File: src/chte_pkg.sv
`timescale 1ns / 1ps
`default_nettype none
package chte_pkg;
    localparam int NumBucketsDef = 256;
    localparam int NumNodesDef   = 256;
    localparam int KeyBytesDef   = 8;
    localparam int ValueBitsDef  = 32;
    localparam logic [31:0] HashSeed = 32'd5381;

    localparam logic [1:0] OpInsert = 2'd0;
    localparam logic [1:0] OpLookup = 2'd1;
    localparam logic [1:0] OpRemove = 2'd2;

    localparam logic [1:0] StDone    = 2'd0;
    localparam logic [1:0] StMissing = 2'd1;
    localparam logic [1:0] StFull    = 2'd2;

    typedef struct packed {
        logic [1:0]  opcode;
        logic [63:0] key_bytes;
        logic [3:0]  key_len;
        logic [31:0] value_handle;
        logic [15:0] value_len;
    } t_req;

    typedef struct packed {
        logic [1:0]  status;
        logic [31:0] found_value;
        logic [15:0] found_len;
        logic [8:0]  entry_count;
    } t_rsp;

    typedef enum logic [3:0] {
        S_IDLE, S_HASH, S_MOD, S_HEAD, S_HEADW, S_NODE, S_CMP, S_UNLINK, S_FREEP, S_DONE
    } t_state;
endpackage
`default_nettype wire

File: src/chte_hash_mod.sv
`timescale 1ns / 1ps
`default_nettype none
// Hashes one key byte per cycle, then reduces by restoring division one bit per cycle.
module chte_hash_mod #(
    parameter int BW = 8
) (
    input  wire logic          i_clk,
    input  wire logic          i_rst_n,
    input  wire logic          i_go,
    input  wire logic [63:0]   i_key,
    input  wire logic [3:0]    i_len,
    input  wire logic [BW:0]   i_div,
    output logic               o_done,
    output logic [BW-1:0]      o_bucket
);
    import chte_pkg::*;
    logic        r_busy, n_busy;
    logic        r_phase, n_phase;
    logic [5:0]  r_cnt, n_cnt;
    logic [31:0] r_h, n_h;
    logic [BW:0] r_rem, n_rem;
    logic        r_done, n_done;
    logic [BW+1:0] w_trial;

    always_comb begin
        n_busy = r_busy; n_phase = r_phase; n_cnt = r_cnt; n_h = r_h;
        n_rem = r_rem; n_done = 1'b0;
        w_trial = {r_rem, r_h[31]} - {1'b0, i_div};
        if (i_go) begin
            n_busy = 1'b1; n_phase = 1'b0; n_cnt = 6'd0; n_h = HashSeed;
            n_rem = '0;
        end else if (r_busy && !r_phase) begin
            if (r_cnt[3:0] >= i_len) begin
                n_phase = 1'b1; n_cnt = 6'd0;
            end else begin
                n_h = (r_h + (r_h << 5)) ^ {24'd0, i_key[r_cnt[2:0]*8 +: 8]};
                n_cnt = r_cnt + 6'd1;
            end
        end else if (r_busy) begin
            if (!w_trial[BW+1]) n_rem = w_trial[BW:0];
            else n_rem = {r_rem[BW-1:0], r_h[31]};
            n_h = {r_h[30:0], 1'b0};
            n_cnt = r_cnt + 6'd1;
            if (r_cnt == 6'd31) begin
                n_busy = 1'b0; n_done = 1'b1;
            end
        end
    end

    always_ff @(posedge i_clk) begin
        if (!i_rst_n) begin
            r_busy <= 1'b0; r_done <= 1'b0;
        end else begin
            r_busy <= n_busy; r_done <= n_done;
        end
        r_phase <= n_phase; r_cnt <= n_cnt; r_h <= n_h; r_rem <= n_rem;
    end

    assign o_done   = r_done;
    assign o_bucket = r_rem[BW-1:0];
endmodule
`default_nettype wire

File: config.mk
export PLATFORM = sky130hd
export DESIGN_NAME = chte_hash_mod
export DESIGN_NICKNAME = d
export VERILOG_FILES = /design/src/chte_pkg.sv /design/src/chte_hash_mod.sv
export SDC_FILE = /design/constraint.sdc
export NUM_CORES = 1
export LEC_CHECK = 0
export BUFFER_PORTS_ARGS = -buffer_cell sky130_fd_sc_hd__buf_2
export CORE_MARGIN = 4
export CORE_UTILIZATION = 30
export DETAILED_ROUTE_END_ITERATION = 12
export GPL_ROUTABILITY_DRIVEN = 0
export PLACE_DENSITY = 0.54
export SYNTH_ARGS = -nofsm -noshare
export SYNTH_HDL_FRONTEND = slang
export SYNTH_SLANG_ARGS = --single-unit
File: constraint.sdc
create_clock -name i_clk -period 4.9 [get_ports i_clk]
set_input_delay 0.98 -clock i_clk [delete_from_list [all_inputs] [get_ports i_clk]]
set_output_delay 0.98 -clock i_clk [all_outputs]
set_load 0.02 [all_outputs]
---- After elaboration in Yosys (flattened, before gate mapping) ----
Index checks and enable logic that the tools add are counted.
word-level totals
  word-level logic and storage cells ...... 37
  output and inout port bits .............. 9
  flip-flop bits (word level) ............. 50
  memories ................................ 0
  bits of input ports ..................... 80
  memory bits (read-only) ................. 0
  memory bits (writable) .................. 0
  latch bits .............................. 0
operators by class
  mux-type cells .......................... 12
  equality and inequality tests ........... 3
  $add $sub $neg .......................... 3
  order comparisons ....................... 1
  shift-type cells ........................ 1
  reductions and logical operators ........ 7
  bitwise logic cells ..................... 4
  div/mod/pow operators ................... 0
  $mul .................................... 0
operator list
  kind                 number
  $mux 32              3
  $shiftx 64x7->8      1
  $add 32x32->32       1
  $xor 32x8->32        1
  $mux 6               3
  $sub 10x9->10        1
  $mux 9               1
  $add 6x1->6 const B  1
  $eq 6x5->1 const B   1
  $reduce_and 2->1     3
  $mux 1               5
  $ge 4x4->1           1
  $ne 2x2->1 const B   2
  $reduce_or 4->1      1
  $not 1->1            3
  $reduce_bool 2->1    1
  $logic_and 1x1->1    1
  $logic_not 1->1      1

---- Depth between registers and ports, before layout ----
  word-level depth ........................ 5
  depth in mapped cells ................... 13
  depth with buffers taken out ............ 11

---- Least setup slack after synthesis ----
No wires, ideal clock.
  path kind ............................... input port to flip-flop
  from .................................... input i_div[6]
  to ...................................... register r_rem[2]
  arrival ................................. 2718 ps
  slack ................................... 2045 ps
  buffers on the path ..................... 1
  data required time ...................... 4763 ps
  stages .................................. 10
  library setup time ...................... 137 ps
  path through ............................ inv_1 > ha_1 > a21o_1 > a21o_1 > a21o_1 > a31oi_1 > xnor2_1 > buf_2 > mux2i_1 > a211oi_1
between the ends
  word-level cells in the longest chain between the ends .. 2
RTL lines
  element                 line                 RTL
  start: declaration      chte_hash_mod.sv:12  input wire logic [BW:0] i_div,
  $sub 10x9->10           chte_hash_mod.sv:28  w_trial = {r_rem, r_h[31]} - {1'b0, i_div};
  $mux 9                  chte_hash_mod.sv:40  if (!w_trial[BW+1]) n_rem = w_trial[BW:0];
  end signal: assignment  chte_hash_mod.sv:56  r_phase <= n_phase; r_cnt <= n_cnt; r_h <= n_h; r_rem <= n_rem;
  end: declaration        chte_hash_mod.sv:21  logic [BW:0] r_rem, n_rem;
No other way between the ends.
A chain may end at the register's enable or synchronous reset.

---- Worst setup path in the final report ----
  from .................................... register r_cnt[0]
  to ...................................... register r_h[24]
between the ends
  word-level cells in the longest chain between the ends .. 3
RTL lines
  element                            line                 RTL
  start: declaration                 chte_hash_mod.sv:19  logic [5:0] r_cnt, n_cnt;
  start signal: assignment           chte_hash_mod.sv:56
  $ge 4x4->1                         chte_hash_mod.sv:33  if (r_cnt[3:0] >= i_len) begin
  $ne 2x2->1 (no source line)        n/a
  $reduce_and 2->1 (no source line)  n/a
  end signal: assignment             chte_hash_mod.sv:56
  end: declaration                   chte_hash_mod.sv:20  logic [31:0] r_h, n_h;
No other way between the ends.

==> metrics <==
Buf/Inv on CP 2; Mapped Area 4670 um2; PortBufs 88; CP cell instances buf_4 -> inv_1 -> ha_1 -> nand2b_1 -> a21oi_1 -> o21ai_0 -> nand2_1 -> nand2_1 -> nor2_1 -> a2111oi_0; share of cells above drive strength 1 19.4%; H-tree depth 2; initial core utilization a little under a third; Yosys top cell area share a little over a fifth; area growth from synthesis to layout 14.0%; Iter 0 DRT Violations 236; Antenna diodes 0; CTS resizes 0; wire per inst around 15 um; # Post-CTS Setup Buffers 0; top_reg_cell synth dfxtp_1; WS Path Type flop to flop; crit start category flop; grt ovf 0; fin util 35.0%; fin crit share between 60% and 70%; Final nets 759; final setup fails 0; global-route wire length before repair 21,400 um; CP dominant cell by count nand2_1; Fmax 300 MHz; Reg power frac 36.8%; asr flop ratio synth 0%; Mean Syn Cell Area 7.99 um2; post-synthesis sequential area ratio 21.4%; crit path time final 3.33 ns; combinational share of power 31.7%; Core Area 15,200 um2; clk_lat worst skew between 0.2 and 0.3 ns; critical path data arrival time between 3 and 4 ns; routed via count 4,444; cell count after synthesis 584; die area between 15,000 and 20,000 um2; Yosys reg bits 50; switching part of the total around a third; CTS root buf clkbuf_16; hold_buf cts 0; initial antenna violation count 0; Routed Antenna Nets 0; footprint of the multi-input gates 3370 um2; RSZ-0062 raised after global routing no; type of the worst min-delay path flop to flop; TritonRoute pass-1 iters 4; CTS tree built; sequential cell area between 1000 and 1500 um2; post-synthesis cell type count just under 60; largest net degree at the start of global routing 50; clk_skew 0.00452 ns; critical path's slowest cell nand2_1; Synthesized Nets 706; P_leak 2.22 nW; critical path's largest stage delay around 0.77 ns; vias in the first global route 4,397; Rel. slew slack 25.2%; Vias/cell roughly 5.4; hpwl dp 9740 um; Overall Global Routing Usage 14.2%; maximum clock path buffer count 2; VDD IR max 0.000164 V; CP Capture Type flop; Crit path required time between 5 and 6 ns; internal power 0.854 mW; crit path max fanout 28; setup_tns 0 ns; row count 45; CTS Sinks 50; final wirelength about 13,000 um; cts bufs inserted 5; Pins Over Slew Limit 0; cell taking the most area after synthesis dfxtp_1; Syn. warnings 0; max cap viols 0; Hold Vio Cnt, Final 0; Die W 133 um; Clock power frac roughly a third; layout filler cell count 1,616; residual DRC count 0; Die Height roughly 130 um; largest cells by area after synthesis dfxtp_1 (21%), ha_1 (11%), mux4_2 (7.7%); Top Ports about 90; Post-synth top cells nand2_1 (59), nor2_1 (59), a21oi_1 (58), dfxtp_1 (50), ha_1 (40); status finished, final reports clean; critical path's top delay family simple AND/OR/NAND/NOR gates; Slew @ Worst Pin 1.11 ns; NetSw roughly 0.41 mW; Clock transition at path regs ~0.070 ns; pwr dens roughly 240 nW/um2; Post-synth EDFFs 0
area by class of cell:
cell class | count | area share (%)
clock buffers | 6 | 2.42
well taps | 188 | 4.42
multi-input cells | 466 | 63.3
repair buffers | 91 | 8.70
clock inverters | 2 | 0.705
flip-flops and latches | 50 | 18.8
inverters | 23 | 1.62
worst reg2reg max path: stages, from the launching register on:
cell	delay [ns]
dfxtp_1	0.31
buf_4	0.31
inv_1	0.14
ha_1	0.29
nand2b_1	0.09
a21oi_1	0.06
o21ai_0	0.47
nand2_1	0.13
nand2_1	0.77
nor2_1	0.20
a2111oi_0	0.43
final timing paths:
check | from | to | slack [ns] | depth (start not counted)
max | r_cnt[0]$_SDFFE_PP0P_ | r_h[24]$_SDFFE_PP0P_ | 1.57 | 10
min | r_rem[1]$_SDFFE_PP0P_ | r_rem[1]$_SDFFE_PP0P_ | 0.51 | 2
max reg2reg | r_cnt[0]$_SDFFE_PP0P_ | r_h[24]$_SDFFE_PP0P_ | 1.57 | 10
min reg2reg | r_rem[1]$_SDFFE_PP0P_ | r_rem[1]$_SDFFE_PP0P_ | 0.51 | 2
power groups by stage:
stage	registers, mW	logic [mW]	clock network (mW)
after detailed placement	0.475	0.399	0
after global routing	0.470	0.453	0.426
final	0.467	0.401	0.399
after CTS	0.466	0.402	0.408
after global placement	0.475	0.391	0
after floorplan	0.456	0.313	0
cells in the final DEF, fill, tap and decap left out, types with 4 or more instances in the layout:
cell       synthesis  layout
nand4_1           12      12
mux4_2            16      16
nand2_1           59      59
a21oi_1           58      58
nor2_1            59      59
mux2i_1           16      16
ha_1              40      40
a311oi_1           4       4
or2_2              4       4
a32oi_1            5       5
xnor2_1           22      22
o41ai_1            4       4
xor2_1            16      16
inv_1             23      23
nand3_1            8       8
o21ai_0           19      19
nor2b_1            7       7
buf_2              8      88
a21o_1            19      19
a211oi_1          16      16
o211ai_1           5       5
dfxtp_1           50      50
clkbuf_16          0       5
nor3_1            11      11
a31oi_1            6       6
a211o_1            4       4
o22ai_1            6       6
logic make-up after synthesis:
kind of cell | Yosys count | share of synthesized area [%]
adder cells (fa/ha/maj) | 42 | 11.6
buffers and inverters | 68 | 6.33
AO/OA/AOI/OAI | 172 | 24.2
multiplexers | 32 | 11.2
AND/OR/NAND/NOR | 182 | 18.1
XOR/XNOR | 38 | 7.13
flip-flops | 50 | 21.4
stage by stage:
stage          worst slack (ns)  std cells  power, mW  instance area [um2]  hold slack [ns]
5_1_grt                    1.02        826       1.35                 5320            0.524
3_3_place_gp               1.49        818      0.867                 5160            0.496
4_1_cts                    1.49        826       1.28                 5320            0.509
3_5_place_dp               1.25        818      0.874                 5160            0.499
6_report                   1.57        826       1.27                 5320            0.509
2_1_floorplan              2.04        584      0.769                 4670            0.461
layer usage:
layer  track usage (%)  vias to the layer above  routed length (um)
met4              2.89                        0                 180
met2              24.7                       92                6320
met1              18.6                     2096                5830
met5                 0                        -                   0
met3              2.17                       14                 437
li1                  -                     2242                   -
flip-flops by register name (all words and copies together), names as in the netlist:
| register | count |
|---|---|
| r_cnt | 6 |
| r_phase | 1 |
| r_busy | 1 |
| r_h | 32 |
| r_rem | 9 |
| o_done | 1 |
Note: power is estimated with default switching activity, not from simulation.
